File: src/rtl/stq_pkg.sv
// Shared types and constants for the sorted timer queue.
`timescale 1ns / 1ps
package stq_pkg;
   localparam int CAPACITY    = 64;
   localparam int TIME_BITS   = 32;
   localparam int MAX_RESULTS = 64;
   localparam int SLOT_BITS   = $clog2(CAPACITY);
   localparam int LINK_BITS   = SLOT_BITS + 1;
   localparam int CNT_BITS    = $clog2(MAX_RESULTS + 1);
   localparam logic [LINK_BITS-1:0] NONE_LINK = LINK_BITS'(CAPACITY);

   typedef enum logic [1:0] {
      OP_ADD    = 2'd0,
      OP_ADJUST = 2'd1,
      OP_DELETE = 2'd2,
      OP_TICK   = 2'd3
   } op_type;

   typedef enum logic [2:0] {
      STAT_DONE    = 3'd0,
      STAT_EXPIRED = 3'd1,
      STAT_NONE    = 3'd2,
      STAT_ACTIVE  = 3'd3,
      STAT_INACT   = 3'd4
   } stat_type;

   typedef struct packed {
      logic [1:0]  opcode;
      logic [5:0]  timer_id;
      logic [31:0] expire_time;
      logic [31:0] now_time;
   } req_type;

   typedef struct packed {
      logic [2:0] status;
      logic [5:0] slot_out;
      logic       last;
   } rsp_type;

   typedef struct packed {
      op_type                 op;
      logic                   in_range;
      logic [SLOT_BITS-1:0]   slot;
      logic [TIME_BITS-1:0]   exp_t;
      logic [TIME_BITS-1:0]   now_t;
   } cmd_type;
endpackage

File: src/rtl/stq_front.sv
// Front end: accepts request words, decodes them and queues up to two commands.
`timescale 1ns / 1ps
module stq_front import stq_pkg::*; (
   input  logic    clock,
   input  logic    reset,
   input  logic    req_valid,
   output logic    req_ready,
   input  req_type req_data,
   output logic    cmd_valid,
   input  logic    cmd_pop,
   output cmd_type cmd
);
   cmd_type    q_ff [2];
   logic       wr_ptr_ff, wr_ptr_in, rd_ptr_ff, rd_ptr_in;
   logic [1:0] cnt_ff, cnt_in;
   cmd_type    dec;
   logic       push;

   always_comb begin
      dec.op       = op_type'(req_data.opcode);
      dec.in_range = (32'(req_data.timer_id) < CAPACITY);
      dec.slot     = SLOT_BITS'(req_data.timer_id);
      dec.exp_t    = req_data.expire_time[TIME_BITS-1:0];
      dec.now_t    = req_data.now_time[TIME_BITS-1:0];
   end

   assign req_ready = (cnt_ff != 2'd2);
   assign push      = req_valid && req_ready;
   assign cmd_valid = (cnt_ff != 2'd0);
   assign cmd       = q_ff[rd_ptr_ff];

   always_comb begin
      wr_ptr_in = wr_ptr_ff ^ push;
      rd_ptr_in = rd_ptr_ff ^ cmd_pop;
      cnt_in    = cnt_ff + 2'(push) - 2'(cmd_pop);
   end

   always_ff @(posedge clock) begin
      if (reset) begin
         wr_ptr_ff <= 1'b0;
         rd_ptr_ff <= 1'b0;
         cnt_ff    <= 2'd0;
      end else begin
         wr_ptr_ff <= wr_ptr_in;
         rd_ptr_ff <= rd_ptr_in;
         cnt_ff    <= cnt_in;
      end
   end

   always_ff @(posedge clock) begin
      if (push) q_ff[wr_ptr_ff] <= dec;
   end
endmodule

File: src/rtl/stq_back.sv
// Back end: list sequencer with link and expiry memories and the result register.
`timescale 1ns / 1ps
module stq_back import stq_pkg::*; (
   input  logic    clock,
   input  logic    reset,
   input  logic    cmd_valid,
   output logic    cmd_pop,
   input  cmd_type cmd,
   output logic    rsp_valid,
   input  logic    rsp_ready,
   output rsp_type rsp_data
);
   typedef enum logic [11:0] {
      S_IDLE      = 12'b000000000001,
      S_TICK_RD   = 12'b000000000010,
      S_TICK_CMP  = 12'b000000000100,
      S_TICK_END  = 12'b000000001000,
      S_UNL_RD    = 12'b000000010000,
      S_UNL_WR    = 12'b000000100000,
      S_WALK_INIT = 12'b000001000000,
      S_WALK_RD   = 12'b000010000000,
      S_WALK_CMP  = 12'b000100000000,
      S_LINK_A    = 12'b001000000000,
      S_LINK_B    = 12'b010000000000,
      S_EMIT      = 12'b100000000000
   } state_type;

   logic [TIME_BITS-1:0] exp_mem  [CAPACITY];
   logic [LINK_BITS-1:0] next_mem [CAPACITY];
   logic [LINK_BITS-1:0] prev_mem [CAPACITY];

   state_type            state_ff, state_in;
   logic [LINK_BITS-1:0] head_ff, head_in, tail_ff, tail_in;
   logic [CAPACITY-1:0]  active_ff, active_in;
   logic [SLOT_BITS-1:0] s_ff, s_in, pend_s_ff, pend_s_in;
   logic [TIME_BITS-1:0] e_ff, e_in, now_ff, now_in;
   op_type               op_ff, op_in;
   logic [LINK_BITS-1:0] cur_ff, cur_in, p_ff, p_in;
   logic [CNT_BITS-1:0]  cnt_ff, cnt_in;
   logic                 pend_v_ff, pend_v_in;
   stat_type             st_ff, st_in;
   logic                 rsp_valid_ff, rsp_valid_in;
   rsp_type              rsp_ff, rsp_in;

   logic                 rd_en;
   logic [SLOT_BITS-1:0] rd_addr;
   logic [TIME_BITS-1:0] exp_q;
   logic [LINK_BITS-1:0] next_q, prev_q;
   logic                 exp_we, next_we, prev_we;
   logic [SLOT_BITS-1:0] exp_wa, next_wa, prev_wa;
   logic [TIME_BITS-1:0] exp_wd;
   logic [LINK_BITS-1:0] next_wd, prev_wd;
   logic                 out_free, load;
   rsp_type              out_word;

   assign out_free  = !rsp_valid_ff || rsp_ready;
   assign rsp_valid = rsp_valid_ff;
   assign rsp_data  = rsp_ff;

   always_comb begin
      state_in  = state_ff;
      head_in   = head_ff;
      tail_in   = tail_ff;
      active_in = active_ff;
      s_in      = s_ff;
      e_in      = e_ff;
      now_in    = now_ff;
      op_in     = op_ff;
      cur_in    = cur_ff;
      p_in      = p_ff;
      cnt_in    = cnt_ff;
      pend_v_in = pend_v_ff;
      pend_s_in = pend_s_ff;
      st_in     = st_ff;
      cmd_pop   = 1'b0;
      rd_en     = 1'b0;
      rd_addr   = s_ff;
      exp_we    = 1'b0;
      exp_wa    = s_ff;
      exp_wd    = e_ff;
      next_we   = 1'b0;
      next_wa   = s_ff;
      next_wd   = NONE_LINK;
      prev_we   = 1'b0;
      prev_wa   = s_ff;
      prev_wd   = NONE_LINK;
      load      = 1'b0;
      out_word  = '{status: 3'(STAT_DONE), slot_out: 6'(s_ff), last: 1'b1};
      unique case (state_ff)
         S_IDLE: begin
            if (cmd_valid) begin
               cmd_pop = 1'b1;
               s_in    = cmd.slot;
               e_in    = cmd.exp_t;
               now_in  = cmd.now_t;
               op_in   = cmd.op;
               unique case (cmd.op)
                  OP_TICK: begin
                     cnt_in    = '0;
                     pend_v_in = 1'b0;
                     state_in  = S_TICK_RD;
                  end
                  OP_ADD: begin
                     if (!cmd.in_range) begin
                        st_in    = STAT_INACT;
                        state_in = S_EMIT;
                     end else if (active_ff[cmd.slot]) begin
                        st_in    = STAT_ACTIVE;
                        state_in = S_EMIT;
                     end else begin
                        exp_we               = 1'b1;
                        exp_wa               = cmd.slot;
                        exp_wd               = cmd.exp_t;
                        active_in[cmd.slot]  = 1'b1;
                        cur_in               = head_ff;
                        state_in             = S_WALK_RD;
                     end
                  end
                  default: begin
                     if (!(cmd.in_range && active_ff[cmd.slot])) begin
                        st_in    = STAT_INACT;
                        state_in = S_EMIT;
                     end else begin
                        state_in = S_UNL_RD;
                     end
                  end
               endcase
            end
         end
         S_TICK_RD: begin
            if (head_ff == NONE_LINK || 32'(cnt_ff) == MAX_RESULTS) begin
               state_in = S_TICK_END;
            end else begin
               rd_en    = 1'b1;
               rd_addr  = head_ff[SLOT_BITS-1:0];
               state_in = S_TICK_CMP;
            end
         end
         S_TICK_CMP: begin
            if (exp_q > now_ff) begin
               state_in = S_TICK_END;
            end else if (!pend_v_ff || out_free) begin
               // hand the previous pop out, it is known not to be the final one
               if (pend_v_ff) begin
                  load     = 1'b1;
                  out_word = '{status: 3'(STAT_EXPIRED), slot_out: 6'(pend_s_ff), last: 1'b0};
               end
               head_in = next_q;
               if (next_q != NONE_LINK) begin
                  prev_we = 1'b1;
                  prev_wa = next_q[SLOT_BITS-1:0];
                  prev_wd = NONE_LINK;
               end else begin
                  tail_in = NONE_LINK;
               end
               active_in[head_ff[SLOT_BITS-1:0]] = 1'b0;
               pend_v_in = 1'b1;
               pend_s_in = head_ff[SLOT_BITS-1:0];
               cnt_in    = cnt_ff + 1'b1;
               state_in  = S_TICK_RD;
            end
         end
         S_TICK_END: begin
            if (out_free) begin
               load = 1'b1;
               if (pend_v_ff)
                  out_word = '{status: 3'(STAT_EXPIRED), slot_out: 6'(pend_s_ff), last: 1'b1};
               else
                  out_word = '{status: 3'(STAT_NONE), slot_out: 6'd0, last: 1'b1};
               state_in = S_IDLE;
            end
         end
         S_UNL_RD: begin
            rd_en    = 1'b1;
            rd_addr  = s_ff;
            state_in = S_UNL_WR;
         end
         S_UNL_WR: begin
            if (prev_q != NONE_LINK) begin
               next_we = 1'b1;
               next_wa = prev_q[SLOT_BITS-1:0];
               next_wd = next_q;
            end else begin
               head_in = next_q;
            end
            if (next_q != NONE_LINK) begin
               prev_we = 1'b1;
               prev_wa = next_q[SLOT_BITS-1:0];
               prev_wd = prev_q;
            end else begin
               tail_in = prev_q;
            end
            if (op_ff == OP_ADJUST) begin
               exp_we   = 1'b1;
               state_in = S_WALK_INIT;
            end else begin
               active_in[s_ff] = 1'b0;
               st_in           = STAT_DONE;
               state_in        = S_EMIT;
            end
         end
         S_WALK_INIT: begin
            cur_in   = head_ff;
            state_in = S_WALK_RD;
         end
         S_WALK_RD: begin
            if (cur_ff == NONE_LINK) begin
               p_in     = tail_ff;
               state_in = S_LINK_A;
            end else begin
               rd_en    = 1'b1;
               rd_addr  = cur_ff[SLOT_BITS-1:0];
               state_in = S_WALK_CMP;
            end
         end
         S_WALK_CMP: begin
            // equal expiry goes behind, so walk past it
            if (exp_q <= e_ff) begin
               cur_in   = next_q;
               state_in = S_WALK_RD;
            end else begin
               p_in     = prev_q;
               state_in = S_LINK_A;
            end
         end
         S_LINK_A: begin
            next_we  = 1'b1;
            next_wa  = s_ff;
            next_wd  = cur_ff;
            prev_we  = 1'b1;
            prev_wa  = s_ff;
            prev_wd  = p_ff;
            state_in = S_LINK_B;
         end
         S_LINK_B: begin
            if (cur_ff != NONE_LINK) begin
               prev_we = 1'b1;
               prev_wa = cur_ff[SLOT_BITS-1:0];
               prev_wd = LINK_BITS'(s_ff);
            end else begin
               tail_in = LINK_BITS'(s_ff);
            end
            if (p_ff != NONE_LINK) begin
               next_we = 1'b1;
               next_wa = p_ff[SLOT_BITS-1:0];
               next_wd = LINK_BITS'(s_ff);
            end else begin
               head_in = LINK_BITS'(s_ff);
            end
            st_in    = STAT_DONE;
            state_in = S_EMIT;
         end
         S_EMIT: begin
            if (out_free) begin
               load     = 1'b1;
               out_word = '{status: 3'(st_ff), slot_out: 6'(s_ff), last: 1'b1};
               state_in = S_IDLE;
            end
         end
         default: state_in = S_IDLE;
      endcase

      if (load) begin
         rsp_valid_in = 1'b1;
         rsp_in       = out_word;
      end else begin
         rsp_valid_in = rsp_valid_ff && !rsp_ready;
         rsp_in       = rsp_ff;
      end
   end

   always_ff @(posedge clock) begin
      if (reset) begin
         state_ff     <= S_IDLE;
         head_ff      <= NONE_LINK;
         tail_ff      <= NONE_LINK;
         active_ff    <= '0;
         pend_v_ff    <= 1'b0;
         cnt_ff       <= '0;
         rsp_valid_ff <= 1'b0;
      end else begin
         state_ff     <= state_in;
         head_ff      <= head_in;
         tail_ff      <= tail_in;
         active_ff    <= active_in;
         pend_v_ff    <= pend_v_in;
         cnt_ff       <= cnt_in;
         rsp_valid_ff <= rsp_valid_in;
      end
   end

   always_ff @(posedge clock) begin
      s_ff      <= s_in;
      e_ff      <= e_in;
      now_ff    <= now_in;
      op_ff     <= op_in;
      cur_ff    <= cur_in;
      p_ff      <= p_in;
      pend_s_ff <= pend_s_in;
      st_ff     <= st_in;
      rsp_ff    <= rsp_in;
   end

   always_ff @(posedge clock) begin
      if (exp_we)  exp_mem[exp_wa]   <= exp_wd;
      if (next_we) next_mem[next_wa] <= next_wd;
      if (prev_we) prev_mem[prev_wa] <= prev_wd;
   end

   always_ff @(posedge clock) begin
      if (rd_en) begin
         exp_q  <= exp_mem[rd_addr];
         next_q <= next_mem[rd_addr];
         prev_q <= prev_mem[rd_addr];
      end
   end
endmodule

File: src/rtl/sorted_timer_queue_top.sv
// Sorted timer queue top level: request queue front end and list sequencer.
// An add walks the list from the head past timers expiring no later; adjust unlinks the timer first.
// Delete unlinks the timer; a tick pops expired timers from the head, one result word per timer.
// The sequencer handles one command at a time, with one read port shared by the link and expiry memories.
// Reset is synchronous, active high: the list empties and all timers go inactive.
`timescale 1ns / 1ps
module sorted_timer_queue_top import stq_pkg::*; (
   input  logic    clock,
   input  logic    reset,
   input  logic    req_valid,
   output logic    req_ready,
   input  req_type req_data,
   output logic    rsp_valid,
   input  logic    rsp_ready,
   output rsp_type rsp_data
);
   logic    cmd_valid, cmd_pop;
   cmd_type cmd;

   stq_front u_front (
      .clock     (clock),
      .reset     (reset),
      .req_valid (req_valid),
      .req_ready (req_ready),
      .req_data  (req_data),
      .cmd_valid (cmd_valid),
      .cmd_pop   (cmd_pop),
      .cmd       (cmd)
   );

   stq_back u_back (
      .clock     (clock),
      .reset     (reset),
      .cmd_valid (cmd_valid),
      .cmd_pop   (cmd_pop),
      .cmd       (cmd),
      .rsp_valid (rsp_valid),
      .rsp_ready (rsp_ready),
      .rsp_data  (rsp_data)
   );
endmodule

File: config.mk
export PLATFORM = sky130hd
export DESIGN_NAME = sorted_timer_queue_top
export DESIGN_NICKNAME = d
export VERILOG_FILES = /design/src/rtl/stq_pkg.sv /design/src/rtl/stq_front.sv /design/src/rtl/stq_back.sv /design/src/rtl/sorted_timer_queue_top.sv
export SDC_FILE = /design/constraint.sdc
export NUM_CORES = 2
export LEC_CHECK = 0
export BUFFER_PORTS_ARGS = -buffer_cell sky130_fd_sc_hd__buf_2
export CAP_MARGIN = 30
export CORE_UTILIZATION = 35
export CTS_BUF_LIST = sky130_fd_sc_hd__clkbuf_8
export DETAILED_ROUTE_END_ITERATION = 10
export PLACE_DENSITY = 0.47
export SLEW_MARGIN = 20
export SYNTH_ARGS = -nofsm -noshare
export SYNTH_HDL_FRONTEND = slang
export SYNTH_SLANG_ARGS = --single-unit
File: constraint.sdc
create_clock -name clock -period 26.4 [get_ports clock]
set_clock_uncertainty 0.05 [all_clocks]
set_input_delay 3.96 -clock clock [delete_from_list [all_inputs] [get_ports clock]]
set_output_delay 3.96 -clock clock [all_outputs]
set_load 0.05 [all_outputs]
* Word-level counts from Yosys, hierarchy flattened *
Memories as Yosys holds them, arrays and structs flattened. A register that Yosys moved wholly into a read port is not among the register bits.
Index checks and enable logic that the tools add are counted.

storage, ports and cells
  flip-flop bits (word level) = 208
  memory bits (writable) = 3088
  input bits = 76
  output and inout bits = 12
  logic and storage cells = 252
  memories kept = 4

memories
  name             depth  bits a word  read ports  clocked after Yosys merged registers in  wr ports  RTL line         source
  u_back.exp_mem   64     32           1           1                                        1         stq_back.sv:28   logic [TIME_BITS-1:0] exp_mem [CAPACITY];
  u_back.next_mem  64     7            1           1                                        1         stq_back.sv:29   logic [LINK_BITS-1:0] next_mem [CAPACITY];
  u_back.prev_mem  64     7            1           1                                        1         stq_back.sv:30   logic [LINK_BITS-1:0] prev_mem [CAPACITY];
  u_front.q_ff     2      72           1           1                                        1         stq_front.sv:13  cmd_type q_ff [2];

cells by class
  add/sub/neg operators = 3
  magnitude comparators = 8
  equality and inequality tests = 43
  muxes and demuxes = 134
  bitwise logic cells = 8
  reduce and logical (&&, ||, !) cells = 31

operators by type and width
  kind                                                        count
  2-to-1 mux 64 bit                                           7
  case mux 64 bit (3 select lines)                            1
  2-to-1 mux 7 bit                                            24
  2-to-1 mux 32 bit                                           5
  case mux 12 bit (11 select lines)                           1
  bitwise AND 64 bit                                          2
  inverter 64 bit                                             2
  case mux 7 bit (3 select lines)                             5
  2-to-1 mux 12 bit                                           8
  2-to-1 mux 6 bit                                            13
  bitwise OR 64 bit                                           1
  2-to-1 mux 10 bit                                           6
  2-to-1 mux 1 bit                                            37
  > comparator 32 bit                                         1
  <= comparator 32 bit                                        1
  case mux 10 bit (3 select lines)                            1
  != test 2 bit, second input constant                        14
  != test 7 bit, second input constant                        4
  case mux 7 bit (2 select lines)                             2
  case mux 12 bit (2 select lines)                            1
  case mux 6 bit (2 select lines)                             2
  equality test 7 bit, second input constant                  3
  less-than comparator 6 x 7 -> 1 bit, second input constant  3
  demux 1 bit (select 6 bit)                                  3
  48 further kinds                                            80

* Logic depth before layout (Yosys ltp) *
  depth after elaboration = 10
  mapped depth = 18
  mapped depth without buffers = 13

* Hierarchy *
From an unflattened synthesis, not the netlist that was laid out.

unflattened totals
  cell total of the unflattened synthesis = 10129
  area, all modules = 135957.9 um^2

by module, submodules not included
  module     instances  cells each  area an instance (um^2)  sequential area each (um^2)
  stq_back   1          9880        130515.2                 94891.0
  stq_front  1          249         5442.7                   4404.2

* Worst setup path before layout *
Ideal clock, no wire load.

  path kind = reg-to-reg
  start = register u_back.state_ff[5]
  end = memory u_back.exp_mem[56][0], enable pin
  library setup time = 0.470 ns
  arrival = 7.818 ns
  required time = 25.880 ns
  slack = 18.062 ns
  cell stages (with the launch flop) = 11
  buffers on the path = 2
  period minus slack after synthesis = 8.338 ns
  path through = dfxtp_1 > nor4_2 > nand3_1 > nor2_1 > nand3b_1 > nor2_1 > and3_1 > buf_2 > clkbuf_1 > nand2_1 > a21boi_0

between the ends
  longest elaborated chain between the ends = 4
  elaborated cells on any way between the ends = 6
  classes of those cells = 2 x eq/ne; 4 x mux

RTL lines
  what                                                                            RTL line         source
  start: declaration                                                              stq_back.sv:32   state_type state_ff, state_in;
  start signal: assignment                                                        stq_back.sv:282  state_ff <= state_in;
  equality test 12 x 6 -> 1 bit or equality test 12 x 1 -> 1 bit (tied branches)  stq_back.sv:89   unique case (state_ff)
  case mux 1 bit (2 select lines)                                                 stq_back.sv:89
  2-to-1 mux 1 bit                                                                stq_back.sv:305  if (exp_we) exp_mem[exp_wa] <= exp_wd;
  2-to-1 mux 1 bit (not written as such)                                          stq_back.sv:305
  end: declaration                                                                stq_back.sv:28

Several ways; a longest one is shown, not always the timed one.

* Worst setup path after layout *
  start = register u_back.state_ff[2]
  end = register u_back.exp_q[15] (read register of u_back.exp_mem), data pin

between the ends
  longest elaborated chain between the ends = 2
  elaborated cells on any way between the ends = 5
  classes of those cells = 3 x eq/ne; 2 x mux

RTL lines
  what                                                                                RTL line        source
  equality test 12 x 8 -> 1 bit, or another cell as far along                         stq_back.sv:89
  case mux 1 bit (3 select lines) or case mux 6 bit (2 select lines) (tied branches)  stq_back.sv:89
  end: declaration                                                                    stq_back.sv:47  logic [TIME_BITS-1:0] exp_q;

Several ways; a longest one is shown, not always the timed one.
A chain may end at the register's enable or synchronous reset.

==> flow_summary.ini <==
[critical_path]
r2r-end = u_back.exp_q[15]
r2r_slack_ns = 18.36
crit_required_ns = 27.29
r2r_start = u_back.state_ff[2]
endpoint = u_back.exp_q[15]
crit_start = u_back.state_ff[2]
criticalPathCategory = flip-flop to flip-flop
reg2reg_depth = 17
worstSetupEndpointType = flip-flop
start_kind = flip-flop
crit_path_max_fanout = 140
worstPathArrival_ns = 8.93

[global_route]
grt_overflow = 0
grt_pass1_wl_mm = 689
grt_pass1_vias = 88900
grt_usage_pct = 24.7
antenna_found_initial = 34
grt_start_max_net_pins = 163

[sta]
finalCriticalPeriod_ns = 8.04
relSlewSlack_pct = 22.4
rsz0062_at_grt = no
setup_ws_ns = 18.36
finalHoldViolCount = 0
finalSetupTns_ns = 0
hold_ws_ns = 0.422
post-route-period-util_pct = 30.5
finalSetupViolCount = 0
drv_slew = 0
tightestPinTransition_ns = 1.16
fmax_mhz = 124

[place]
dp_cells = 15400
place_hpwl_mm = 284
dpl-instance-area_sq_mm = 0.145
numPortBuffers = 87
routabilityCongestion = 0.861
preCtsSetupSlack_ns = 18.06

[cts]
cts_root_buffer = clkbuf_8
cts-resized-gates = 0
cts_sinks = 3341
cts.path.max_buffers = 4
clk_latency_ns = 1.24
holdBufCountCts = 0
cts_tree = built
cts_buffers = 585
htreeDepth = 6
path_clk_slew_ns = 0.06
cts_setup_buffers = 0

[final_layout]
area_growth_syn_to_layout_pct = 13.9
final_area_sq_mm = 0.155
finalNonFillerCells = 16500
layout-drive-gt1-share_pct = 12.3
fin_nets = 11000
final_core_util_pct = 40.2

[power]
ir_worst_vdd_mv = 0.0878
p_leak_nw = 53.4
power_density_mw_per_mm2 = 109
total_power_mw = 16.9

[yosys]
netlist_instances = 10500
ys_types = 88
synthTopCellsByArea = edfxtp_1 71%, nand2_1 7.3%, nand3_1 3.8%
synth_flop_cell = edfxtp_1
seq_area_frac_synth_pct = 72.8
synth-edff-count = 3238
synth_nets = 10600
synth.top_cell.area_share_pct = 71.3
ys_warn_count = 0
yosys.area.top_type = edfxtp_1
avgSynthCellArea_sq_um = 13.0
ys_seq_elements = 3341
synthArstFlopShare_pct = 0
netlist_area_sq_mm = 0.136

[route]
drc = 0
drt_iter0_drc = 10400
vias = 92300
via_per_inst = 5.61
routed_wl_mm = 497
antenna_left = 0
first_pass_iters = 6
avgRoutedWirePerCell_um = 30.2

[die]
design.die.area_sq_mm = 0.392
rows = 228
die_w_um = 626
io_pins = 88
initial_utilization_pct = 35.3
core_area_sq_mm = 0.387
die_h_um = 626

[hold_path]
hold_path_class = flip-flop to flip-flop

[run_status]
status = finished clean

[flow_run]
cap_violations = 0
power breakdown:
part	switching, mW	total (mW)	leakage, nW	internal [mW]
Sequential	0.0533	6.61	30.2	6.56
Combinational	4.51	5.90	17.1	1.39
Clock	2.24	4.42	6.11	2.18
worst min path at each step:
stage / start / end / slack (ns) / cells past startpoint
finish: u_back.active_ff[24] / u_back.active_ff[24] / 0.42 / 1
global route: u_back.active_ff[51] / u_back.active_ff[51] / 0.44 / 1
CTS: u_back.active_ff[51] / u_back.active_ff[51] / 0.42 / 1
detailed placement: u_back.active_ff[32] / u_back.active_ff[32] / 0.41 / 1
global placement: u_back.active_ff[16] / u_back.active_ff[16] / 0.39 / 1
floorplan: u_back.head_ff[5] / u_back.pend_s_ff[5] / 0.38 / 0
layer usage:
metal  share of wire [%]  wire (um)  global-route usage, %
met3                 7.5      37100                   3.95
met4                 4.0      19900                   9.37
met2                  47     233000                   39.8
met1                  42     206000                   33.4
met5               0.012         59                      0
cells in the mapped netlist, drive strengths merged (11+ instances only):
cell,instances
mux2,91
nor2,280
nand4,51
a21oi,363
nor4,22
inv,102
o221ai,39
o21a,35
nor3,146
o21ai,170
or4,14
a22oi,28
o22ai,173
a2111oi,42
nor2b,17
mux2i,312
a221o,17
and2,19
a311oi,29
a32o,36
a31oi,212
clkbuf,244
and3,187
a221oi,45
o211ai,26
ha,73
a211oi,59
a211o,13
buf,405
nand2b,12
nand3,1023
or3,17
a21boi,11
edfxtp,3238
dfxtp,103
nand2,2653
a21o,33
a32oi,19
state kept, by name, indices dropped and copies added (netlist names), 10 cells and up:
signal and flops:
u_back.active_ff 64, u_back.e_ff 32, u_back.exp_mem 2048, u_back.exp_q 32
u_back.next_mem 448, u_back.now_ff 32, u_back.prev_mem 448, u_back.rsp_data 10
u_back.state_ff 12, u_front.q_ff 144
placed cells by master, fill, tap and decap left out, drive strengths merged, types with 14 or more instances in the layout:
cell | synthesis | routed
a221oi | 45 | 45
nand4 | 51 | 51
mux2i | 312 | 312
diode | 0 | 21
a211oi | 59 | 59
and3 | 187 | 187
nand2 | 2653 | 2653
a31oi | 212 | 212
edfxtp | 3238 | 3238
o21a | 35 | 35
o22ai | 173 | 173
and2 | 19 | 19
mux2 | 91 | 91
clkinv | 1 | 188
a22oi | 28 | 28
nor2 | 280 | 280
nor4 | 22 | 22
o221ai | 39 | 39
a21o | 33 | 33
or4 | 14 | 14
dfxtp | 103 | 103
buf | 405 | 402
o211ai | 26 | 26
nor3 | 146 | 146
clkbuf | 244 | 589
a311oi | 29 | 29
nor2b | 17 | 17
clkinvlp | 0 | 14
a21oi | 363 | 363
o21ai | 170 | 170
nand3 | 1023 | 1023
or3 | 17 | 17
a32oi | 19 | 19
a2111oi | 42 | 42
a32o | 36 | 36
a221o | 17 | 17
inv | 102 | 342
ha | 73 | 73
critical path: stages, from the launching register on:
cell and delay [ns]:
dfxtp_1 0.38, nor4_1 0.70, and4_1 0.37, a31oi_2 0.05, buf_4 0.22, a211oi_4 0.29
buf_12 0.48, buf_4 0.69, buf_4 0.87, buf_4 0.76, buf_12 0.51, buf_4 0.72
mux2i_1 0.26, mux2i_1 0.09, a32oi_1 0.20, nand3_1 0.25, a211oi_1 0.34, o211ai_1 0.14
cell families after synthesis:
group,synth area share (%)
AO/OA/AOI/OAI,6.74
buffers and inverters,2.36
multiplexers,3.12
XOR/XNOR,0.0321
AND/OR/NAND/NOR,14.3
adder cells (fa/ha/maj),0.670
flip-flops,72.8
layout make-up:
type	count	area, sq um
fillers	36400	231000
flip-flops and latches	3341	99300
well taps	5175	6470
repair buffers	405	3120
clock buffers	588	8090
multi-input cells	6379	35500
inverters	103	389
clock inverters	449	2450
diodes	21	52.6
No activity file was read; power rests on OpenSTA's default activity.
